### src/sv/keyed_crc32_seal_and_verify_assert.svh
// Assertion macros for the keyed CRC-32 seal and verify block
`ifndef KEYED_CRC32_SEAL_AND_VERIFY_ASSERT_SVH
`define KEYED_CRC32_SEAL_AND_VERIFY_ASSERT_SVH

// same-cycle implication, sampled on clk, off during rst
`define KCSV_ASSERT_IMPL(name, ante, cons) \
  name: assert property (@(posedge clk) disable iff (rst) (ante) |-> (cons)) \
    else $error("keyed crc32 assertion failed");

// next-cycle implication, sampled on clk, off during rst
`define KCSV_ASSERT_NEXT(name, ante, cons) \
  name: assert property (@(posedge clk) disable iff (rst) (ante) |=> (cons)) \
    else $error("keyed crc32 assertion failed");

`endif

### src/sv/kcsv_pkg.sv
// Types, constants and byte functions shared by the keyed CRC-32 block
`default_nettype none

package kcsv_pkg;

  localparam int PAYLOAD_LENGTH_W = 10;
  localparam int CFG_INDEX_W      = 2;
  localparam int CFG_DATA_W       = 10;
  localparam logic [31:0] CRC_POLY = 32'hEDB88320;

  typedef enum logic [CFG_INDEX_W-1:0] {
    CFG_MODE           = 2'd0,
    CFG_PAYLOAD_LENGTH = 2'd1,
    CFG_PAD_KEY        = 2'd2
  } cfg_index_t;

  typedef enum logic {
    MODE_SEAL   = 1'b0,
    MODE_VERIFY = 1'b1
  } mode_t;

  typedef enum logic [1:0] {
    PAD_NONE   = 2'b00,
    PAD_FLIP   = 2'b01,
    PAD_INVERT = 2'b10,
    PAD_ROTATE = 2'b11
  } pad_op_t;

  typedef struct packed {
    mode_t                       mode;
    logic [PAYLOAD_LENGTH_W-1:0] payload_length;
    logic [7:0]                  pad_key;
  } cfg_t;

  typedef struct packed {
    logic [7:0] data_byte;
    logic [7:0] key_byte;
  } item_t;

  typedef struct packed {
    logic [7:0] out_byte;
    logic       end_of_message;
    logic       crc_ok;
  } result_t;

  function automatic logic [31:0] crc32_byte(input logic [31:0] crc, input logic [7:0] b);
    logic [31:0] c;
    c = crc ^ {24'h0, b};
    for (int k = 0; k < 8; k++) begin
      c = c[0] ? ((c >> 1) ^ CRC_POLY) : (c >> 1);
    end
    return c;
  endfunction

  function automatic logic [7:0] pad_step(input logic [7:0] b, input pad_op_t op,
                                          input logic [1:0] i, input logic forward);
    logic [7:0] mask;
    logic [7:0] r;
    mask = 8'h80 >> i;
    unique case (op)
      PAD_NONE:   r = b;
      PAD_FLIP:   r = b ^ mask;
      PAD_INVERT: r = b ^ ~mask;
      PAD_ROTATE: r = forward ? {b[6:0], b[7]} : {b[0], b[7:1]};
      default:    r = b;
    endcase
    return r;
  endfunction

  function automatic pad_op_t pad_op_of(input logic [7:0] key, input logic [1:0] i);
    logic [7:0] sh;
    sh = key >> (3'd6 - {i, 1'b0});
    return pad_op_t'(sh[1:0]);
  endfunction

  function automatic logic [7:0] pad_byte(input logic [7:0] b, input logic [7:0] key);
    logic [7:0] r;
    r = b;
    for (int i = 0; i < 4; i++) begin
      r = pad_step(r, pad_op_of(key, 2'(i)), 2'(i), 1'b1);
    end
    return r;
  endfunction

  function automatic logic [7:0] depad_byte(input logic [7:0] b, input logic [7:0] key);
    logic [7:0] r;
    r = b;
    for (int i = 3; i >= 0; i--) begin
      r = pad_step(r, pad_op_of(key, 2'(i)), 2'(i), 1'b0);
    end
    return r;
  endfunction

endpackage

`default_nettype wire

### src/sv/kcsv_cfg_regs.sv
// Configuration registers: mode, payload length and pad key
`default_nettype none

module kcsv_cfg_regs import kcsv_pkg::*; (
  input  wire logic                   clk,
  input  wire logic                   rst,
  input  wire logic                   cfg_valid,
  output logic                        cfg_ready,
  input  wire logic [CFG_INDEX_W-1:0] cfg_index,
  input  wire logic [CFG_DATA_W-1:0]  cfg_data,
  output cfg_t                        cfg
);

  cfg_t cfg_next;

  assign cfg_ready = 1'b1;

  always_comb begin
    cfg_next = cfg;
    if (cfg_valid) begin
      unique case (cfg_index_t'(cfg_index))
        CFG_MODE:           cfg_next.mode = mode_t'(cfg_data[0]);
        CFG_PAYLOAD_LENGTH: cfg_next.payload_length = cfg_data[PAYLOAD_LENGTH_W-1:0];
        CFG_PAD_KEY:        cfg_next.pad_key = cfg_data[7:0];
        default:            cfg_next = cfg;
      endcase
    end
  end

  always_ff @(posedge clk) begin
    if (rst) begin
      cfg.mode           <= MODE_SEAL;
      cfg.payload_length <= PAYLOAD_LENGTH_W'(1);
      cfg.pad_key        <= 8'h00;
    end else begin
      cfg <= cfg_next;
    end
  end

endmodule

`default_nettype wire

### src/sv/kcsv_in_stage.sv
// Input register stage with stall toward the item source
`default_nettype none

module kcsv_in_stage import kcsv_pkg::*; (
  input  wire logic       clk,
  input  wire logic       rst,
  input  wire logic       item_valid,
  output logic            item_stall,
  input  wire logic [7:0] data_byte,
  input  wire logic [7:0] key_byte,
  input  wire logic       advance,
  output logic            held_valid,
  output item_t           held_item
);

  logic load;

  assign item_stall = held_valid && !advance;
  assign load       = item_valid && !item_stall;

  always_ff @(posedge clk) begin
    if (rst) begin
      held_valid <= 1'b0;
    end else if (load) begin
      held_valid <= 1'b1;
    end else if (advance) begin
      held_valid <= 1'b0;
    end
  end

  always_ff @(posedge clk) begin
    if (load) begin
      held_item.data_byte <= data_byte;
      held_item.key_byte  <= key_byte;
    end
  end

endmodule

`default_nettype wire

### src/sv/kcsv_core.sv
// Byte XOR, running CRC-32, tail emission and tail check
`default_nettype none

`include "keyed_crc32_seal_and_verify_assert.svh"

module kcsv_core import kcsv_pkg::*; #(
  parameter int MAX_PAYLOAD_BYTES = 512
) (
  input  wire logic  clk,
  input  wire logic  rst,
  input  wire cfg_t  cfg,
  input  wire logic  fire,
  input  wire item_t item,
  output result_t    result
);

  localparam int POS_W = $clog2(MAX_PAYLOAD_BYTES + 4);
  localparam int CMP_W = (POS_W > PAYLOAD_LENGTH_W) ? POS_W : PAYLOAD_LENGTH_W;
  localparam logic [CMP_W-1:0] MAX_LEN = CMP_W'(MAX_PAYLOAD_BYTES);
  localparam logic [CMP_W-1:0] LAST_TAIL = CMP_W'(3);

  logic [31:0]      crc_running;
  logic [31:0]      crc_running_next;
  logic [POS_W-1:0] position_count;
  logic [POS_W-1:0] position_count_next;
  logic [23:0]      tail_store;
  logic [23:0]      tail_store_next;

  logic [CMP_W-1:0] len;
  logic [CMP_W-1:0] pl_ext;
  logic [CMP_W-1:0] pos_ext;
  logic [CMP_W-1:0] tail_off;
  logic [1:0]       tail_idx;
  logic             in_payload;
  logic [31:0]      crc_final;
  logic [7:0]       plain_xor;
  logic [7:0]       crc_sel;
  logic [31:0]      got;

  always_comb begin
    pl_ext     = CMP_W'(cfg.payload_length);
    len        = (pl_ext > MAX_LEN) ? MAX_LEN : pl_ext;
    pos_ext    = CMP_W'(position_count);
    in_payload = pos_ext < len;
    tail_off   = pos_ext - len;
    tail_idx   = (tail_off > LAST_TAIL) ? 2'd3 : tail_off[1:0];
    crc_final  = ~crc_running;
    plain_xor  = item.data_byte ^ item.key_byte;

    unique case (tail_idx)
      2'd0:    crc_sel = pad_byte(crc_final[31:24], cfg.pad_key);
      2'd1:    crc_sel = crc_final[23:16];
      2'd2:    crc_sel = crc_final[15:8];
      default: crc_sel = crc_final[7:0];
    endcase

    got = {depad_byte(tail_store[23:16], cfg.pad_key), tail_store[15:0], plain_xor};

    result.end_of_message = !in_payload && (tail_idx == 2'd3);
    result.crc_ok = result.end_of_message && (cfg.mode == MODE_VERIFY) && (got == crc_final);
    if (in_payload || cfg.mode == MODE_VERIFY) begin
      result.out_byte = plain_xor;
    end else begin
      result.out_byte = crc_sel ^ item.key_byte;
    end
  end

  always_comb begin
    crc_running_next    = crc_running;
    position_count_next = position_count;
    tail_store_next     = tail_store;
    if (in_payload) begin
      crc_running_next = crc32_byte(crc_running,
                                    (cfg.mode == MODE_VERIFY) ? plain_xor : item.data_byte);
      position_count_next = position_count + POS_W'(1);
    end else if (tail_idx == 2'd3) begin
      crc_running_next    = '1;
      position_count_next = '0;
    end else begin
      position_count_next = position_count + POS_W'(1);
      if (cfg.mode == MODE_VERIFY) begin
        unique case (tail_idx)
          2'd0:    tail_store_next[23:16] = plain_xor;
          2'd1:    tail_store_next[15:8]  = plain_xor;
          default: tail_store_next[7:0]   = plain_xor;
        endcase
      end
    end
  end

  always_ff @(posedge clk) begin
    if (rst) begin
      crc_running    <= '1;
      position_count <= '0;
    end else if (fire) begin
      crc_running    <= crc_running_next;
      position_count <= position_count_next;
    end
  end

  always_ff @(posedge clk) begin
    if (fire) begin
      tail_store <= tail_store_next;
    end
  end

  `KCSV_ASSERT_NEXT(a_restart_after_end, fire && result.end_of_message, crc_running == '1 && position_count == '0)
  `KCSV_ASSERT_IMPL(a_ok_only_on_verify_end, result.crc_ok, result.end_of_message && cfg.mode == MODE_VERIFY)
  `KCSV_ASSERT_IMPL(a_position_bound, 1'b1, position_count <= POS_W'(MAX_PAYLOAD_BYTES + 3))

endmodule

`default_nettype wire

### src/sv/kcsv_out_stage.sv
// Result register stage with stall from the result sink
`default_nettype none

module kcsv_out_stage import kcsv_pkg::*; (
  input  wire logic    clk,
  input  wire logic    rst,
  input  wire logic    held_valid,
  input  wire result_t result,
  output logic         advance,
  output logic         result_valid,
  input  wire logic    result_stall,
  output logic [7:0]   out_byte,
  output logic         end_of_message,
  output logic         crc_ok
);

  result_t result_q;

  assign advance        = !result_valid || !result_stall;
  assign out_byte       = result_q.out_byte;
  assign end_of_message = result_q.end_of_message;
  assign crc_ok         = result_q.crc_ok;

  always_ff @(posedge clk) begin
    if (rst) begin
      result_valid <= 1'b0;
    end else if (advance) begin
      result_valid <= held_valid;
    end
  end

  always_ff @(posedge clk) begin
    if (advance && held_valid) begin
      result_q <= result;
    end
  end

endmodule

`default_nettype wire

### src/sv/keyed_crc32_seal_and_verify.sv
// Top level of the keyed CRC-32 seal and verify block
`default_nettype none

// Takes one item per clock while result_stall is low and returns one result per item:
// an input register holds the accepted item, a single combinational pass does the key
// XOR, the byte-wide CRC-32 update and the tail pad, depad and compare, and a result
// register presents the outcome. The byte CRC update, eight folded polynomial steps on
// the 32-bit running value, sets the clock period. item_stall follows result_stall in
// the same cycle. The CRC and position restart by themselves after each final tail item;
// no clearing pass follows reset.
module keyed_crc32_seal_and_verify import kcsv_pkg::*; #(
  parameter int MAX_PAYLOAD_BYTES = 512
) (
  input  wire logic                   clk,
  input  wire logic                   rst,
  input  wire logic                   cfg_valid,
  output logic                        cfg_ready,
  input  wire logic [CFG_INDEX_W-1:0] cfg_index,
  input  wire logic [CFG_DATA_W-1:0]  cfg_data,
  input  wire logic                   item_valid,
  output logic                        item_stall,
  input  wire logic [7:0]             data_byte,
  input  wire logic [7:0]             key_byte,
  output logic                        result_valid,
  input  wire logic                   result_stall,
  output logic [7:0]                  out_byte,
  output logic                        end_of_message,
  output logic                        crc_ok
);

  cfg_t    cfg;
  item_t   held_item;
  result_t result;
  logic    held_valid;
  logic    advance;
  logic    fire;

  assign fire = held_valid && advance;

  kcsv_cfg_regs u_cfg (
    .clk       (clk),
    .rst       (rst),
    .cfg_valid (cfg_valid),
    .cfg_ready (cfg_ready),
    .cfg_index (cfg_index),
    .cfg_data  (cfg_data),
    .cfg       (cfg)
  );

  kcsv_in_stage u_in (
    .clk        (clk),
    .rst        (rst),
    .item_valid (item_valid),
    .item_stall (item_stall),
    .data_byte  (data_byte),
    .key_byte   (key_byte),
    .advance    (advance),
    .held_valid (held_valid),
    .held_item  (held_item)
  );

  kcsv_core #(
    .MAX_PAYLOAD_BYTES (MAX_PAYLOAD_BYTES)
  ) u_core (
    .clk    (clk),
    .rst    (rst),
    .cfg    (cfg),
    .fire   (fire),
    .item   (held_item),
    .result (result)
  );

  kcsv_out_stage u_out (
    .clk            (clk),
    .rst            (rst),
    .held_valid     (held_valid),
    .result         (result),
    .advance        (advance),
    .result_valid   (result_valid),
    .result_stall   (result_stall),
    .out_byte       (out_byte),
    .end_of_message (end_of_message),
    .crc_ok         (crc_ok)
  );

endmodule

`default_nettype wire

### config.mk
export PLATFORM = sky130hd
export DESIGN_NAME = keyed_crc32_seal_and_verify
export DESIGN_NICKNAME = d
export VERILOG_FILES = /design/src/sv/kcsv_pkg.sv /design/src/sv/kcsv_cfg_regs.sv /design/src/sv/kcsv_in_stage.sv /design/src/sv/kcsv_core.sv /design/src/sv/kcsv_out_stage.sv /design/src/sv/keyed_crc32_seal_and_verify.sv
export VERILOG_INCLUDE_DIRS = /design/src /design/src/sv
export SDC_FILE = /design/constraint.sdc
export NUM_CORES = 1
export LEC_CHECK = 0
export ABC_CLOCK_PERIOD_IN_PS = 7870
export BUFFER_PORTS_ARGS = -buffer_cell sky130_fd_sc_hd__buf_2
export CORE_MARGIN = 1
export CORE_UTILIZATION = 48
export DETAILED_ROUTE_END_ITERATION = 8
export PLACE_DENSITY = 0.65
export SYNTH_ARGS = -nofsm -noshare
export SYNTH_HDL_FRONTEND = slang
export SYNTH_SLANG_ARGS = --single-unit
### constraint.sdc
create_clock -name clk -period 7.87 [get_ports clk]
set_input_delay 0 -clock clk [delete_from_list [all_inputs] [get_ports clk]]
set_output_delay 0 -clock clk [all_outputs]
set_load 0.02 [all_outputs]
==> out/metrics.yaml <==
synth_ff_type: "dfxtp_1"
hold_ws_ns: 0.0226
cts_buffers: 17
fin_crit_sh_pct: 52.5
routed_wl_um: 22500
synth_edf_count: 50
pwr_density_cell_mw_per_mm2: 242
synth_area_mm2: 0.00818
synth.area.top_cells: "edfxtp_1, dfxtp_1, xnor2_1"
crit_arrival_ns: 4.18
cp-end-kind: "flop"
cts_resized: 0
p_clk_share_pct: 35.3
postSynthCellCount: 917
cp_slowest_cell: "nor2_1"
die_w_um: 133
synth-compound-area-share_pct: 20.5
hold_violations: 0
combPwrFrac_pct: 32.1
min_from: "cfg_index[0]"
cts_sinks: 113
drtAntennaViolNets: 0
crit_buf_inv: 0
placementRows: 47
die-area_mm2: 0.0176
tns_ns: 0
synth_cell_types: 86
fmax_mhz: 242
p_leak_nw: 3.58
drtIter0Drc: 624
start_kind: "flop"
peakVddDrop_uv: 137
cellInternalPower_mw: 1.52
core-area_mm2: 0.0166
grt_pass1_wl_um: 35300
grt_use_total_pct: 25.9
synth_top_cell_by_area: "edfxtp_1"
async_reset_ff_share_pct: 0
io_buffers: 44
first_pass_iters: 7
drc: 0
overflow: 0
nFillCells: 1496
gp_congestion: 0.897
vias: 7147
cts_root_buf: "clkbuf_16"
cts_hold_buf: 28
rsz0062_at_grt: "false"
postCtsSetupBuffers: 0
p_total_mw: 2.27
ys_seq_area_share_pct: 33.8
path_delay_family: "simple AND/OR/NAND/NOR gates"
crit_required_ns: 7.92
worst_pin_slew_ns: 0.987
tritoncts: "yes"
drive_gt1_share_pct: 12.1
avgSynthCellArea_um2: 8.92
grt_max_degree: 56
max_stage_delay_ns: 0.61
cp_max_fo: 8
antenna_found_initial: 1
yosys.area_share.simple_pct: 19.4
slew_headroom_pct: 34.1
dieHeight_um: 133
syn_nets: 962
avgViaCountPerCell: 5.99
r2r-start: "u_cfg.cfg[13]$_SDFFE_PP0P_"
finalClockSkew_ns: 0.0109
grt_pass1_vias: 6532
yosys_register_bits: 113
wl_per_cell_um: 18.9
final_cell_mix: "nor2_1, xnor2_1, dfxtp_1"
seqPwrFrac_pct: 32.6
yosys-mux-area-fraction_pct: 4.51
hold_path_class: "in -> reg"
clk_pin_slew_ns: 0.05
finalNetCount: 1006
critPathLaunch: "u_cfg.cfg[13]$_SDFFE_PP0P_"
area_delta_synth_final_pct: 14.5
boundaryPins: 46
crit_type: "reg -> reg"
insertion_delay_ns: 0.42
layout_commonest_cell: "nor2_1"
synth_warnings: 0
synth_top_family_by_area: "compound AO/OA/AOI/OAI gates"
min_period_ns: 4.13
synth_xor_xnor_area_share_pct: 15.6
htreeDepth: 4
antenna_cells: 0
synth_top_area_share_pct: 18.4
start_util_pct: 49.3
drv_slew: 0
path_cells: "nor4_1 -> nand2_1 -> o41ai_1 -> nand2_1 -> ha_1 -> nand4_1 -> nor4_1 -> o21ai_0 -> a311oi_1 -> o211ai_1 -> nor2_1 -> nand4_1 -> nor2_1"
finalSetupViolCount: 0
p_sw_mw: 0.748
status: "complete, no violations"
dp_hpwl_um: 15900
switching_share_pct: 32.9
synth-adder-area-share_pct: 1.93
clk_path_buf_depth: 2
maxCapViolations: 0
-- logic make-up after synthesis --
logic type | after synthesis
flip-flops | 113
other | 1
AO/OA/AOI/OAI | 221
buffers and inverters | 75
AND/OR/NAND/NOR | 323
multiplexers | 33
XOR/XNOR | 139
adder cells (fa/ha/maj) | 12
-- power groups by stage --
stage	Combinational (mW)	Sequential [mW]	Clock, mW
finish	0.728	0.740	0.801
global route	0.788	0.743	0.834
CTS	0.719	0.736	0.807
detailed placement	0.702	0.748	0
global placement	0.697	0.748	0
floorplan	0.578	0.716	0
-- path summary, 6_finish.rpt --
path / end / slack, ns / cells past startpoint
setup reg to reg: u_core.tail_store[11]$_DFFE_PP_ / 3.74 / 13
setup / recovery: u_core.tail_store[11]$_DFFE_PP_ / 3.74 / 13
hold reg to reg: u_out.result_valid$_SDFFE_PP0N_ / 0.49 / 2
hold / removal: u_cfg.cfg[18]$_SDFFE_PP0P_ / 0.02 / 4
-- routing by layer --
layer | share of wire [%] | track usage (%)
met1 | 46 | 34.8
met2 | 46 | 41.2
met3 | 5.9 | 4.98
met4 | 2.4 | 10.1
met5 | 0 | 0
-- cell type report --
type	instances	area (µm²)	share of cell area (%)
multi-input combinational	729	5080	54.2
sequential	113	2760	29.5
timing repair buffer	82	576	6.15
clock buffer	21	440	4.70
tap	220	275	2.94
clock inverter	11	163	1.74
inverter	18	67.6	0.722
-- sequential cells by signal, indices dropped and copies added, names as in the netlist --
register and count:
u_cfg.cfg 19, u_in.held_item 16, u_out.result_valid 1, u_out.crc_ok 1
u_out.end_of_message 1, u_core.crc_running 32, u_core.pos_ext 10, u_core.tail_store 24
u_out.out_byte 8, u_in.held_valid 1
-- worst min-delay path, stage by stage --
cell and delay (ns):
buf_2 0.09, nor3b_1 0.09, a21oi_1 0.16, nor2_1 0.05
-- per-stage QoR --
| step | setup slack, ns | util, % | cell area, µm² | std cells |
|---|---|---|---|---|
| 2_1_floorplan | 4.38 | - | 8180 | 917 |
| 3_3_place_gp | 3.98 | 51.1 | 8480 | 1134 |
| 3_5_place_dp | 3.84 | 51.1 | 8480 | 1134 |
| 4_1_cts | 3.83 | 56.5 | 9360 | 1194 |
| 5_1_grt | 3.48 | 56.5 | 9360 | 1194 |
| 6_report | 3.74 | 56.5 | 9360 | 1194 |
-- Yosys cell counts (all sizes together) (4+ instances only) --
library cell,count
clkbuf,30
o22ai,17
nor3,32
nor4,9
nand3,14
xor2,57
inv,17
a221oi,9
and2,9
dfxtp,63
o211ai,7
xnor2,82
o21ai,21
a211oi,12
a21o,12
nor2b,23
nand2b,31
a31o,12
nand2,62
ha,11
nand4,11
a311o,4
nor2,101
a211o,6
edfxtp,50
a21oi,27
a31oi,10
mux2i,29
o21bai,23
or2,10
o221ai,5
a311oi,19
or3,5
buf,27
No activity file was read; power rests on OpenSTA's default activity.
